===== config.mk =====
export PLATFORM = sky130hd
export DESIGN_NAME = dual_quadrature_decoder_velocity_unit_flat
export DESIGN_NICKNAME = d
export VERILOG_FILES = /design/src/rtl/dqd_pkg.sv /design/src/rtl/dqd_stream_if.sv /design/src/rtl/dual_quadrature_decoder_velocity_unit.sv /design/src/flat_wrapper.sv
export SDC_FILE = /design/constraint.sdc
export NUM_CORES = 2
export LEC_CHECK = 0
export CORE_MARGIN = 4
export CORE_UTILIZATION = 35
export DETAILED_ROUTE_END_ITERATION = 10
export DONT_BUFFER_PORTS = 1
export GPL_ROUTABILITY_DRIVEN = 0
export RECOVER_POWER = 25
export SLEW_MARGIN = 20
export SYNTH_ARGS = -nofsm -noshare
export SYNTH_HDL_FRONTEND = slang
export SYNTH_SLANG_ARGS = --single-unit

===== constraint.sdc =====
create_clock -name i_clk -period 32.2 [get_ports i_clk]
set_input_delay 6.44 -clock i_clk [delete_from_list [all_inputs] [get_ports i_clk]]
set_output_delay 6.44 -clock i_clk [all_outputs]
set_load 0.005 [all_outputs]

===== src/rtl/dqd_pkg.sv =====
// Package for the dual quadrature decoder velocity unit.
// Stream item types, register indexes, sequencer states and scale constants.
// No dependencies.
package dqd_pkg;

    // Action codes of an input transaction
    localparam logic ACT_PIN  = 1'b0;
    localparam logic ACT_TICK = 1'b1;

    // Configuration register indexes
    localparam int unsigned CFG_IDX_W = 2;
    localparam int unsigned CFG_DAT_W = 24;
    localparam logic [CFG_IDX_W-1:0] CFG_INVERT_LEFT  = 2'd0;
    localparam logic [CFG_IDX_W-1:0] CFG_INVERT_RIGHT = 2'd1;
    localparam logic [CFG_IDX_W-1:0] CFG_COUNTS_REV   = 2'd2;
    localparam logic [CFG_IDX_W-1:0] CFG_WHEEL_CIRC   = 2'd3;

    // Scale factor width and values: rpm x100 = 60 * 100 * 1e6, um to mm / us to s
    localparam int unsigned K_W = 34;
    localparam logic [K_W-1:0] RPM_K     = 34'd6000000000;
    localparam logic [K_W-1:0] UM_PER_MM = 34'd1000;

    // Divisor width: counts_per_rev (16) times elapsed_us (20)
    localparam int unsigned DIV_W = 36;

    // Four scaled results per tick: {kind, channel}
    localparam logic [1:0] TASK_LAST = 2'd3;

    typedef enum logic [1:0] {
        ST_IDLE,
        ST_MUL,
        ST_DIV,
        ST_DONE
    } t_state;

    typedef struct packed {
        logic        action;
        logic [1:0]  left_pins;
        logic [1:0]  right_pins;
        logic [19:0] elapsed_us;
    } t_in_item;

    typedef struct packed {
        logic signed [31:0] left_delta;
        logic signed [31:0] right_delta;
        logic signed [31:0] left_rpm_x100;
        logic signed [31:0] right_rpm_x100;
        logic signed [31:0] left_speed_mm_s;
        logic signed [31:0] right_speed_mm_s;
        logic signed [31:0] left_count;
        logic signed [31:0] right_count;
    } t_out_item;

endpackage


===== src/rtl/dqd_stream_if.sv =====
// Valid/ready stream channel carrying one payload item per transaction.
// Payload type is a parameter; no other dependencies.
interface dqd_stream_if #(
    parameter type T = logic
);
    logic valid;
    logic ready;
    T     data;

    modport source (output valid, output data, input ready);
    modport sink   (input valid, input data, output ready);
endinterface


===== src/rtl/dual_quadrature_decoder_velocity_unit.sv =====
// Pin sample: no result; the next transaction can be accepted the following cycle.
// Tick: four passes of one shared multiply over the K_W scale-factor bits and a restoring
//   divide over the COUNT_BITS + K_W product bits, then the result enters the output register.
// Input is blocked from tick acceptance until its result enters the output register, so a
//   result still held there only stalls the next tick.
// Reset (i_rst_n low, sync): totals, last pins, inverts, sequencer, out valid clear; cpr=circ=1.
module dual_quadrature_decoder_velocity_unit #(
    parameter int unsigned COUNT_BITS = 32
) (
    input  logic                              i_clk,
    input  logic                              i_rst_n,
    input  logic                              i_cfg_we,
    input  logic [dqd_pkg::CFG_IDX_W-1:0]     i_cfg_idx,
    input  logic [dqd_pkg::CFG_DAT_W-1:0]     i_cfg_data,
    dqd_stream_if.sink                        i_in,
    dqd_stream_if.source                      o_out
);
    import dqd_pkg::*;

    // Product of |delta| and a scale factor, shifted out MSB first into the divider
    localparam int unsigned PW  = COUNT_BITS + K_W;
    localparam int unsigned BCW = $clog2(PW);
    // Magnitude compare width: at least 33 bits to hold 2^31
    localparam int unsigned MW  = (COUNT_BITS > 33) ? COUNT_BITS : 33;

    // ---------------------------------------------------------------
    // Configuration registers
    // ---------------------------------------------------------------
    logic        r_inv_left;
    logic        r_inv_right;
    logic [15:0] r_cpr;
    logic [23:0] r_circ;

    always_ff @(posedge i_clk) begin
        if (!i_rst_n) begin
            r_inv_left  <= 1'b0;
            r_inv_right <= 1'b0;
            r_cpr       <= 16'd1;
            r_circ      <= 24'd1;
        end else if (i_cfg_we) begin
            unique case (i_cfg_idx)
                CFG_INVERT_LEFT:  r_inv_left  <= i_cfg_data[0];
                CFG_INVERT_RIGHT: r_inv_right <= i_cfg_data[0];
                CFG_COUNTS_REV:   r_cpr       <= i_cfg_data[15:0];
                CFG_WHEEL_CIRC:   r_circ      <= i_cfg_data[23:0];
            endcase
        end
    end

    // ---------------------------------------------------------------
    // Input handshake
    // ---------------------------------------------------------------
    t_state r_state, n_state;
    logic   in_acc;
    logic   pin_acc;
    logic   tick_acc;

    assign i_in.ready = (r_state == ST_IDLE);
    assign in_acc     = i_in.valid && i_in.ready;
    assign pin_acc    = in_acc && (i_in.data.action == ACT_PIN);
    assign tick_acc   = in_acc && (i_in.data.action == ACT_TICK);

    // ---------------------------------------------------------------
    // x4 quadrature decode
    // A change that is not a double-bit jump steps by one; direction is up
    // when old bit0 equals new bit1, flipped by the invert bit.
    // ---------------------------------------------------------------
    logic [1:0]            r_last [2];
    logic [COUNT_BITS-1:0] r_total [2];
    logic [COUNT_BITS-1:0] r_at_tick [2];
    logic [1:0]            pins [2];
    logic                  inv [2];
    logic [COUNT_BITS-1:0] n_total [2];

    assign pins[0] = i_in.data.left_pins;
    assign pins[1] = i_in.data.right_pins;
    assign inv[0]  = r_inv_left;
    assign inv[1]  = r_inv_right;

    always_comb begin
        logic [1:0] diff;
        logic       up;
        for (int c = 0; c < 2; c++) begin
            diff = r_last[c] ^ pins[c];
            up   = (r_last[c][0] ~^ pins[c][1]) ^ inv[c];
            if (diff == 2'b00 || diff == 2'b11) begin
                n_total[c] = r_total[c];
            end else if (up) begin
                n_total[c] = r_total[c] + COUNT_BITS'(1);
            end else begin
                n_total[c] = r_total[c] - COUNT_BITS'(1);
            end
        end
    end

    always_ff @(posedge i_clk) begin
        if (!i_rst_n) begin
            for (int c = 0; c < 2; c++) begin
                r_last[c]    <= 2'b00;
                r_total[c]   <= '0;
                r_at_tick[c] <= '0;
            end
        end else if (pin_acc) begin
            for (int c = 0; c < 2; c++) begin
                r_last[c]  <= pins[c];
                r_total[c] <= n_total[c];
            end
        end else if (tick_acc) begin
            for (int c = 0; c < 2; c++) begin
                r_at_tick[c] <= r_total[c];
            end
        end
    end

    // ---------------------------------------------------------------
    // Tick capture: sign/magnitude of the window delta, saturated delta,
    // count snapshot and divisor counts_per_rev * elapsed_us.
    // ---------------------------------------------------------------
    logic [COUNT_BITS-1:0] raw [2];
    logic [COUNT_BITS-1:0] mag [2];
    logic                  neg [2];
    logic [31:0]           delta_sat [2];

    always_comb begin
        logic [MW-1:0] mag_ext;
        for (int c = 0; c < 2; c++) begin
            raw[c]  = r_total[c] - r_at_tick[c];
            neg[c]  = raw[c][COUNT_BITS-1];
            mag[c]  = neg[c] ? (COUNT_BITS'(0) - raw[c]) : raw[c];
            mag_ext = MW'(mag[c]);
            if (neg[c]) begin
                delta_sat[c] = (mag_ext > MW'(64'h8000_0000)) ? 32'h8000_0000
                                                               : (32'd0 - 32'(mag_ext));
            end else begin
                delta_sat[c] = (mag_ext > MW'(64'h7FFF_FFFF)) ? 32'h7FFF_FFFF
                                                               : 32'(mag_ext);
            end
        end
    end

    logic [COUNT_BITS-1:0] r_mag [2];
    logic                  r_neg [2];
    logic [31:0]           r_delta [2];
    logic [31:0]           r_cnt [2];
    logic [DIV_W-1:0]      r_d;

    always_ff @(posedge i_clk) begin
        if (tick_acc) begin
            for (int c = 0; c < 2; c++) begin
                r_mag[c]   <= mag[c];
                r_neg[c]   <= neg[c];
                r_delta[c] <= delta_sat[c];
                r_cnt[c]   <= 32'($signed(r_total[c]));
            end
            r_d <= DIV_W'(r_cpr) * DIV_W'(i_in.data.elapsed_us);
        end
    end

    // ---------------------------------------------------------------
    // Shared bit-serial multiply/divide, four passes per tick.
    // Task bit0 picks the channel, bit1 picks rpm (0) or mm/s (1).
    // MUL: product accumulates one scale-factor bit per cycle, MSB first.
    // DIV: restoring divide, one product bit per cycle; quotient bits that
    //      fall off the 32-bit register set a sticky overflow.
    // ---------------------------------------------------------------
    logic [1:0]       r_task,    n_task;
    logic [BCW-1:0]   r_bit_cnt, n_bit_cnt;
    logic [PW-1:0]    r_prod,    n_prod;
    logic [K_W-1:0]   r_kreg,    n_kreg;
    logic [DIV_W-1:0] r_rem,     n_rem;
    logic [31:0]      r_quo,     n_quo;
    logic             r_ovf,     n_ovf;
    logic             res_we;
    logic             out_load;
    logic [K_W-1:0]   k_circ;
    logic [PW-1:0]    mul_add;
    logic [DIV_W:0]   rem_sh;
    logic             rem_ge;
    logic [31:0]      res_val;
    logic             res_neg;

    assign k_circ  = K_W'(r_circ) * UM_PER_MM;
    assign mul_add = r_kreg[K_W-1] ? PW'(r_mag[r_task[0]]) : '0;
    assign rem_sh  = {r_rem[DIV_W-1:0], r_prod[PW-1]};
    assign rem_ge  = rem_sh >= {1'b0, r_d};
    assign res_neg = r_neg[r_task[0]];

    // Saturate the finished quotient to the signed 32-bit range; zero when the divisor is zero
    always_comb begin
        if (r_d == '0) begin
            res_val = 32'd0;
        end else if (res_neg) begin
            res_val = (n_ovf || n_quo > 32'h8000_0000) ? 32'h8000_0000
                                                        : (32'd0 - n_quo);
        end else begin
            res_val = (n_ovf || n_quo > 32'h7FFF_FFFF) ? 32'h7FFF_FFFF : n_quo;
        end
    end

    logic r_out_valid;

    always_comb begin
        n_state   = r_state;
        n_task    = r_task;
        n_bit_cnt = r_bit_cnt;
        n_prod    = r_prod;
        n_kreg    = r_kreg;
        n_rem     = r_rem;
        n_quo     = r_quo;
        n_ovf     = r_ovf;
        res_we    = 1'b0;
        out_load  = 1'b0;
        unique case (r_state)
            ST_IDLE: begin
                if (tick_acc) begin
                    n_state   = ST_MUL;
                    n_task    = '0;
                    n_bit_cnt = BCW'(K_W - 1);
                    n_prod    = '0;
                    n_kreg    = RPM_K;
                end
            end
            ST_MUL: begin
                n_prod = (r_prod << 1) + mul_add;
                n_kreg = r_kreg << 1;
                if (r_bit_cnt == '0) begin
                    n_state   = ST_DIV;
                    n_bit_cnt = BCW'(PW - 1);
                    n_rem     = '0;
                    n_quo     = '0;
                    n_ovf     = 1'b0;
                end else begin
                    n_bit_cnt = r_bit_cnt - BCW'(1);
                end
            end
            ST_DIV: begin
                // remainder stays below the divisor, so it fits DIV_W bits
                n_prod = r_prod << 1;
                n_rem  = rem_ge ? DIV_W'(rem_sh - {1'b0, r_d}) : rem_sh[DIV_W-1:0];
                n_quo  = {r_quo[30:0], rem_ge};
                n_ovf  = r_ovf | r_quo[31];
                if (r_bit_cnt == '0) begin
                    res_we = 1'b1;
                    if (r_task == TASK_LAST) begin
                        n_state = ST_DONE;
                    end else begin
                        n_task    = r_task + 2'd1;
                        n_state   = ST_MUL;
                        n_bit_cnt = BCW'(K_W - 1);
                        n_prod    = '0;
                        n_kreg    = n_task[1] ? k_circ : RPM_K;
                    end
                end else begin
                    n_bit_cnt = r_bit_cnt - BCW'(1);
                end
            end
            ST_DONE: begin
                // Wait for the output register to free up
                if (!r_out_valid || o_out.ready) begin
                    out_load = 1'b1;
                    n_state  = ST_IDLE;
                end
            end
        endcase
    end

    always_ff @(posedge i_clk) begin
        if (!i_rst_n) begin
            r_state <= ST_IDLE;
            r_task  <= '0;
        end else begin
            r_state <= n_state;
            r_task  <= n_task;
        end
    end

    logic [31:0] r_scaled [4];

    always_ff @(posedge i_clk) begin
        r_bit_cnt <= n_bit_cnt;
        r_prod    <= n_prod;
        r_kreg    <= n_kreg;
        r_rem     <= n_rem;
        r_quo     <= n_quo;
        r_ovf     <= n_ovf;
        if (res_we) begin
            r_scaled[r_task] <= res_val;
        end
    end

    // ---------------------------------------------------------------
    // Output register
    // ---------------------------------------------------------------
    t_out_item r_out;

    always_ff @(posedge i_clk) begin
        if (!i_rst_n) begin
            r_out_valid <= 1'b0;
        end else if (out_load) begin
            r_out_valid <= 1'b1;
        end else if (o_out.ready) begin
            r_out_valid <= 1'b0;
        end
    end

    always_ff @(posedge i_clk) begin
        if (out_load) begin
            r_out.left_delta       <= r_delta[0];
            r_out.right_delta      <= r_delta[1];
            r_out.left_rpm_x100    <= r_scaled[0];
            r_out.right_rpm_x100   <= r_scaled[1];
            r_out.left_speed_mm_s  <= r_scaled[2];
            r_out.right_speed_mm_s <= r_scaled[3];
            r_out.left_count       <= r_cnt[0];
            r_out.right_count      <= r_cnt[1];
        end
    end

    assign o_out.valid = r_out_valid;
    assign o_out.data  = r_out;

endmodule


===== src/flat_wrapper.sv =====
// flat-port wrapper written by rule: the top's interface ports become plain ports
module dual_quadrature_decoder_velocity_unit_flat import dqd_pkg::*;
#(
    parameter int unsigned COUNT_BITS = 32
)
  (i_clk, i_rst_n, i_cfg_we, i_cfg_idx, i_cfg_data, i_in_valid, i_in_data, i_in_ready, o_out_valid, o_out_data, o_out_ready);
  dqd_stream_if #(.T(t_in_item)) i_in_i ();
  dqd_stream_if #(.T(t_out_item)) o_out_i ();
  input  logic i_clk;
  input  logic i_rst_n;
  input  logic i_cfg_we;
  input  logic [dqd_pkg::CFG_IDX_W-1:0] i_cfg_idx;
  input  logic [dqd_pkg::CFG_DAT_W-1:0] i_cfg_data;
  input wire logic [$bits(i_in_i.valid)-1:0] i_in_valid;
  input wire logic [$bits(i_in_i.data)-1:0] i_in_data;
  output wire logic [$bits(i_in_i.ready)-1:0] i_in_ready;
  output wire logic [$bits(o_out_i.valid)-1:0] o_out_valid;
  output wire logic [$bits(o_out_i.data)-1:0] o_out_data;
  input wire logic [$bits(o_out_i.ready)-1:0] o_out_ready;
  assign i_in_i.valid = i_in_valid;
  assign i_in_i.data = i_in_data;
  assign i_in_ready = i_in_i.ready;
  assign o_out_valid = o_out_i.valid;
  assign o_out_data = o_out_i.data;
  assign o_out_i.ready = o_out_ready;
  dual_quadrature_decoder_velocity_unit #(.COUNT_BITS(COUNT_BITS)) u_core (.i_clk(i_clk), .i_rst_n(i_rst_n), .i_cfg_we(i_cfg_we), .i_cfg_idx(i_cfg_idx), .i_cfg_data(i_cfg_data), .i_in(i_in_i), .o_out(o_out_i));
endmodule

== Word-level counts from Yosys, hierarchy flattened ==
Memory sizes are Yosys's and may differ from the RTL's. A register that Yosys moved wholly into a read port is not among the register bits.
Index checks and enable logic that the tools add are counted.
Word-level totals
  bits of input ports: 56
  bits in read-only memories: 0
  bits in writable memories: 454
  bits in latches: 0
  output and inout bits: 258
  bits in registers: 259
  memories: 8
Cells by class
  div/mod/pow operators: 0
  eq/ne operators: 15
  mux-type cells: 75
  shift-type cells: 0
  $add $sub $neg: 15
  order comparisons: 7
  bitwise logic cells: 14
  multipliers: 2
  reductions and logical operators: 29
Memory list
  u_core.r_scaled: depth 4, bits a word 32, rd ports 4, clocked after Yosys merged registers in 4, write ports 1, line dual_quadrature_decoder_velocity_unit.sv:277  | logic [31:0] r_scaled [4];
  u_core.r_at_tick: depth 2, bits a word 32, rd ports 2, clocked after Yosys merged registers in 0, write ports 2, line dual_quadrature_decoder_velocity_unit.sv:70  | logic [COUNT_BITS-1:0] r_at_tick [2];
  u_core.r_cnt: depth 2, bits a word 32, rd ports 2, clocked after Yosys merged registers in 2, write ports 2, line dual_quadrature_decoder_velocity_unit.sv:144  | logic [31:0] r_cnt [2];
  u_core.r_delta: depth 2, bits a word 32, rd ports 2, clocked after Yosys merged registers in 2, write ports 2, line dual_quadrature_decoder_velocity_unit.sv:143  | logic [31:0] r_delta [2];
  u_core.r_mag: depth 2, bits a word 32, rd ports 1, clocked after Yosys merged registers in 1, write ports 2, line dual_quadrature_decoder_velocity_unit.sv:141  | logic [COUNT_BITS-1:0] r_mag [2];
  u_core.r_total: depth 2, bits a word 32, rd ports 2, clocked after Yosys merged registers in 0, write ports 2, line dual_quadrature_decoder_velocity_unit.sv:69  | logic [COUNT_BITS-1:0] r_total [2];
  +2 memories
Operator list (count)
  $mux W32: 22
  $mux W66: 3
  $pmux W66 S3: 1
  $sub A1 B32 Y32 const A: 5
  $mux W34: 4
  $pmux W34 S3: 1
  $gt A32 B31 Y1 const B: 3
  $gt A32 B32 Y1 const B: 3
  $mux W36: 2
  $pmux W36 S2: 1
  $add A66 B66 Y66: 1
  $add A32 B1 Y32 const B: 2
  $pmux W32 S2: 1
  $sub A32 B1 Y32 const B: 2
  $sub A32 B32 Y32: 2
  $ge A37 B36 Y1: 1
  $logic_not A36 Y1: 1
  $mul A16 B20 Y36: 1
  $sub A36 B36 Y36: 1
  $mul A24 B7 Y31 const B: 1
  $mux W7: 4
  $mux W1: 22
  $pmux W7 S3: 1
  $mux W2: 10
  other kinds (25): 62

== Logic depth before layout (Yosys ltp) ==
  depth in word-level cells: 8
  gate-level depth with buffers: 28

== Worst setup path before layout ==
No wires, ideal clock.
  kind: input-to-reg
  start point: in o_out_ready
  end point: reg, netlist name o_out_data[0]
  setup time: 908 ps
  setup slack: 13502 ps
  data required time: 31292 ps
  stages: 2
  data arrival time: 17789 ps
  cell sequence: nor2b_1 nor2b_1
Between the ends
  cells in the longest elaborated chain, start to end: 3
RTL lines
  start, declared: line flat_wrapper.sv:19  | input wire logic [$bits(o_out_i.ready)-1:0] o_out_ready;
  $logic_or A1 B1 Y1: line dual_quadrature_decoder_velocity_unit.sv:259  | if (!r_out_valid || o_out.ready) begin
  $mux W1: line dual_quadrature_decoder_velocity_unit.sv:259
  $mux W1: line dual_quadrature_decoder_velocity_unit.sv:213  | unique case (r_state)
  net u_core.out_load: line dual_quadrature_decoder_velocity_unit.sv:174  | logic out_load;
The timed path passes the listed nets, and every way through them passes these cells.
A chain may end at the register's enable or synchronous reset.

== Worst setup path after layout ==
  start point: in i_in_data[1]
  end point: reg u_core.r_d[35], data pin
Between the ends
  cells in the longest elaborated chain, start to end: 1
RTL lines
  start, declared: line flat_wrapper.sv:15  | input wire logic [$bits(i_in_i.data)-1:0] i_in_data;
  $mul A16 B20 Y36: line dual_quadrature_decoder_velocity_unit.sv:155  | r_d <= DIV_W'(r_cpr) * DIV_W'(i_in.data.elapsed_us);
  end signal, assigned: line dual_quadrature_decoder_velocity_unit.sv:155
  end, declared: line dual_quadrature_decoder_velocity_unit.sv:145  | logic [DIV_W-1:0] r_d;
No other way between the ends.

==> metrics.md <==
| Metric | Value |
|---|---|
| Measured slew at the worst slew-check pin | `roughly 3100 ps` |
| Count of standard-cell rows | `roughly 160` |
| Core Region | `between 150000 and 200000 sq um` |
| Instance count along the most critical hold path | `0` |
| Gate count after technology mapping | `5877` |
| Worst skew pair latency | `roughly 770 ps` |
| Starting Density | `35.3%` |
| Fraction of the cycle the final worst path needs | `38.6%` |
| Cell repeated most along the worst path | `sky130_fd_sc_hd__fa_1` |
| Yosys cell types | `104` |
| Multiplexer share of the synthesized area | `less than 1%` |
| Worst stage delay on the critical path | `540 ps` |
| Detailed-route DRC error count | `0` |
| CTS clk-pin slew, worst paths | `about 60 ps` |
| Finish-stage setup viols | `0` |
| Unrepaired setup endpoints after global routing | `no` |
| CTS Hold Buffers Added | `0` |
| Mapped cell area | `63000 sq um` |
| CP Data Required Time | `~33000 ps` |
| Area fraction in compound gates after synthesis | `between 10% and 20%` |
| Total Negative Setup Slacks | `0 ps` |
| Worst min-delay path category | `reg2reg` |
| Net switching power of the design | `~1.9 mW` |
| Post-layout minimum cycle time | `between 10000 and 15000 ps` |
| Sequence of cells on the critical path | `and2_1, fa_1, fa_1, fa_1, fa_1, fa_1, inv_1, fa_1, inv_1, ha_1, and2_1, a22o_1, o21a_1, a41oi_1, a31oi_1, a21o_1, o41ai_1, o21a_1, o21a_1, o21ai_0, a21o_1, a21oi_1, xnor2_1` |
| Max VDD drop | `between 40 and 50 uV` |
| Power Dens Cells | `71.3 nW/um^2` |
| Post-synthesis register bit count | `a little under 1000` |
| Mapped Nets | `6657` |
| Largest delay contributor family on the critical path | `adder cells` |
| Final WL | `162000 um` |
| Gates resized, CTS repair | `0` |
| Post-synthesis share of cell area spent on full adders, half adders and majority gates | `between 10% and 20%` |
| Count of buffer and inverter cells on the critical path | `2` |
| Failing checks | `capacitance limit, slew limit` |
| Run status | `finished, violations left` |
| Pleak | `approximately 28 nW` |
| Main combinational cell family by area after synthesis | `adder cells` |
| Number of buffers created by CTS | `~110` |
| Most used flip-flop cell after synthesis | `sky130_fd_sc_hd__edfxtp_1` |
| Post-Synth Simple-Gate Area | `approximately 14%` |
| Via total after detailed routing | `approximately 44000` |
| Layout-stage area growth over the synthesis result | `10.1%` |
| Capturing element type of the critical path | `flip-flop` |
| Worst endpoint data arrival time | `between 10000 and 15000 ps` |
| Critical-path top delay cell | `sky130_fd_sc_hd__fa_1` |
| XOR/XNOR Fraction of Synth Area | `between 4 and 5%` |
| # fillers | `between 15000 and 20000` |
| Class of the most critical setup path | `in2reg` |
| Internal cell power | `slightly above 3 mW` |
| Combinational group share of total power | `a little under two fifths` |
| TritonCTS clock tree | `built` |
| Cell depth of the worst setup path | `23` |
| Fraction of registers with async set/reset | `0%` |
| Total iterations of the first detailed-routing run | `5` |
| Headroom to the max-slew limit | `-110%` |
| Logic depth of the worst register-to-register path | `21` |
| Top-Level Pins | `roughly 310` |
| Number of enable-type register cells in the synthesized netlist | `a little under 900` |
| Wire length of the first global-routing pass | `around 250000 um` |
| Worst hold slack across all endpoints | `a little under 400 ps` |
| Mean post-synth cell area | `10.7 sq um` |
| Number of buffers added for setup after CTS | `0` |
| Seq pwr share | `~36%` |
| Non-Filler Instances | `between 8000 and 9000` |
| Synth Warn # | `0` |
| Mean routed wirelength per cell | `between 15 and 20 um` |
| Share of layout cells above drive strength 1 | `under 10%` |
| Max Freq | `about 80 MHz` |
| GR Util All Layers | `17.1%` |
| Category of the worst setup path launch point | `input port` |
| Count of routing violations after the opening detailed-route iteration | `3447` |
| Total clock sinks | `967` |
| Relative contribution of the clock network to total power | `a little over a quarter` |
| Post-DP HPWL | `between 100000 and 150000 um` |
| Setup slack after placement | `19050 ps` |
| Total count of max-transition violations in the final report | `roughly 380` |
| Congestion Overflow GR | `0` |
| Via/cell ratio | `about 5.3` |
| Depth of the CTS H-tree | `3` |
| Pin count of the biggest net entering global routing | `149` |
| Skew final | `~52 ps` |
| Number of global-route vias before repair | `43304` |
| Switch share | `a little under two fifths` |
| Final Net Count | `between 6000 and 7000` |
| Die outline area | `about 190000 sq um` |
| Cell Count Post-Placement | `between 8000 and 9000` |
| Remaining number of nets flagged by the antenna check after routing | `0` |
| Number of antenna violations at the first check in global routing | `2` |
| Hold violation count in the final report | `0` |
| Buffer levels on the longest clock path | `3` |
| Worst Slack Setup Final | `between 15000 and 20000 ps` |
| Critical path peak fanout | `16` |
| Die width | `432 um` |
| PortBufs | `0` |
| Die height | `about 430 um` |
| Max-cap violations | `11` |
| Root Buffer | `sky130_fd_sc_hd__clkbuf_16` |
| Portion of the post-synthesis area used by sequential elements | `between 40% and 50%` |
power groups by stage:
stage / sequential, mW / clock [mW] / combinational [mW]
2_1_floorplan: 1.77 / 0 / 1.36
3_3_place_gp: 1.80 / 0 / 1.83
3_5_place_dp: 1.81 / 0 / 1.86
4_1_cts: 1.78 / 1.33 / 1.87
5_1_grt: 1.80 / 1.38 / 2.07
6_report: 1.78 / 1.29 / 1.87
worst paths after layout:
kind / start / slack (ps) / to
min: u_core.r_delta[0][3] / 390 / o_out_data[227]
max: i_in_data[1] / 19780 / u_core.r_d[35]
max reg2reg: u_core.r_state[1] / 23700 / u_core.r_scaled[1][25]
min reg2reg: u_core.r_delta[0][3] / 390 / o_out_data[227]
placed cells by master, fill, tap and decap left out, drive strengths merged, types with 113 or more instances in the layout:
cell,synthesis,layout
edfxtp,886,886
inv,609,618
nand2,527,527
nor2,413,413
ha,382,382
fa,342,342
a21oi,310,310
o21ai,260,260
xnor2,201,201
and2,179,179
clkbuf,214,128
and3,125,125
nor3,123,123
a21o,121,121
xor2,113,113
through the flow:
stage | area (sq um) | utilization [%] | power, mW
after floorplan | 63000 | - | 3.13
after global placement | 65600 | 36.7 | 3.63
after detailed placement | 65600 | 36.7 | 3.67
after CTS | 69300 | 38.8 | 4.99
after global routing | 69300 | 38.8 | 5.25
final | 69300 | 38.8 | 4.94
state kept, by name, indices dropped and copies added (netlist names), 2 cells and up, named ones only:
name,flops
o_out_data,256
u_core.r_scaled,128
u_core.r_prod,66
u_core.r_at_tick,64
u_core.r_cnt,64
u_core.r_delta,64
u_core.r_mag,64
u_core.r_total,64
u_core.r_d,36
u_core.r_rem,36
u_core.r_quo,32
u_core.r_kreg,31
u_core.r_circ,24
u_core.r_cpr,16
u_core.r_bit_cnt,7
u_core.r_last,4
u_core.r_neg,2
u_core.r_state,2
u_core.r_task,2
logic make-up (layout without fill, tap and decap cells):
| kind of cell | after synthesis | after routing |
|---|---|---|
| adders and majority gates | 724 | 724 |
| DFF | 967 | 967 |
| xor gates and xnor gates | 314 | 314 |
| and+or+nand+nor | 1786 | 1786 |
| AOI/OAI and AO/OA | 1186 | 1186 |
| buffers and inverters | 843 | 875 |
| other | 0 | 2 |
| muxes | 57 | 57 |
metal layers:
metal	share of wire, %	track usage (%)
met2	46	27.5
met4	3.1	5.65
met1	45	23.4
met3	5.3	2.84
met5	0	0
area by class of cell:
class / instances / area, sq um / area share [%]
Antenna cell: 2 / 5.00 / 0.00722
Sequential cell: 967 / 28200 / 40.7
Tap cell: 2355 / 2950 / 4.25
Clock buffer: 121 / 2790 / 4.03
Multi-Input combinational cell: 4067 / 31600 / 45.6
Clock inverter: 85 / 962 / 1.39
Timing Repair Buffer: 58 / 439 / 0.634
Inverter: 611 / 2300 / 3.32
cells in the mapped netlist, types with 18 or more instances:
library cell               count  share of area (%)
sky130_fd_sc_hd__edfxtp_1    886                 42
sky130_fd_sc_hd__inv_1       608                3.6
sky130_fd_sc_hd__nand2_1     527                3.1
sky130_fd_sc_hd__nor2_1      402                2.4
sky130_fd_sc_hd__ha_1        382                7.6
sky130_fd_sc_hd__fa_1        342                 11
sky130_fd_sc_hd__a21oi_1     308                2.4
sky130_fd_sc_hd__o21ai_0     254                2.0
sky130_fd_sc_hd__clkbuf_1    214                1.3
sky130_fd_sc_hd__xnor2_1     200                2.8
sky130_fd_sc_hd__and2_1      177                1.8
sky130_fd_sc_hd__and3_1      125                1.2
sky130_fd_sc_hd__nor3_1      122               0.97
sky130_fd_sc_hd__a21o_1      121                1.4
sky130_fd_sc_hd__xor2_1      113                1.6
sky130_fd_sc_hd__nand3_1      88               0.70
sky130_fd_sc_hd__dfxtp_1      81                2.6
sky130_fd_sc_hd__nor2b_1      68               0.68
sky130_fd_sc_hd__nand4_1      53               0.53
sky130_fd_sc_hd__a31oi_1      52               0.52
sky130_fd_sc_hd__nand2b_1     52               0.52
sky130_fd_sc_hd__mux2i_1      51               0.81
sky130_fd_sc_hd__o21a_1       51               0.61
sky130_fd_sc_hd__a211oi_1     46               0.55
sky130_fd_sc_hd__a22oi_1      43               0.51
sky130_fd_sc_hd__nor4_1       39               0.39
sky130_fd_sc_hd__or3_1        36               0.36
sky130_fd_sc_hd__o31ai_1      33               0.39
sky130_fd_sc_hd__a211o_1      23               0.32
sky130_fd_sc_hd__o21bai_1     23               0.27
sky130_fd_sc_hd__o211ai_1     21               0.25
sky130_fd_sc_hd__a22o_1       18               0.25
(Power assumes the default switching activity.)
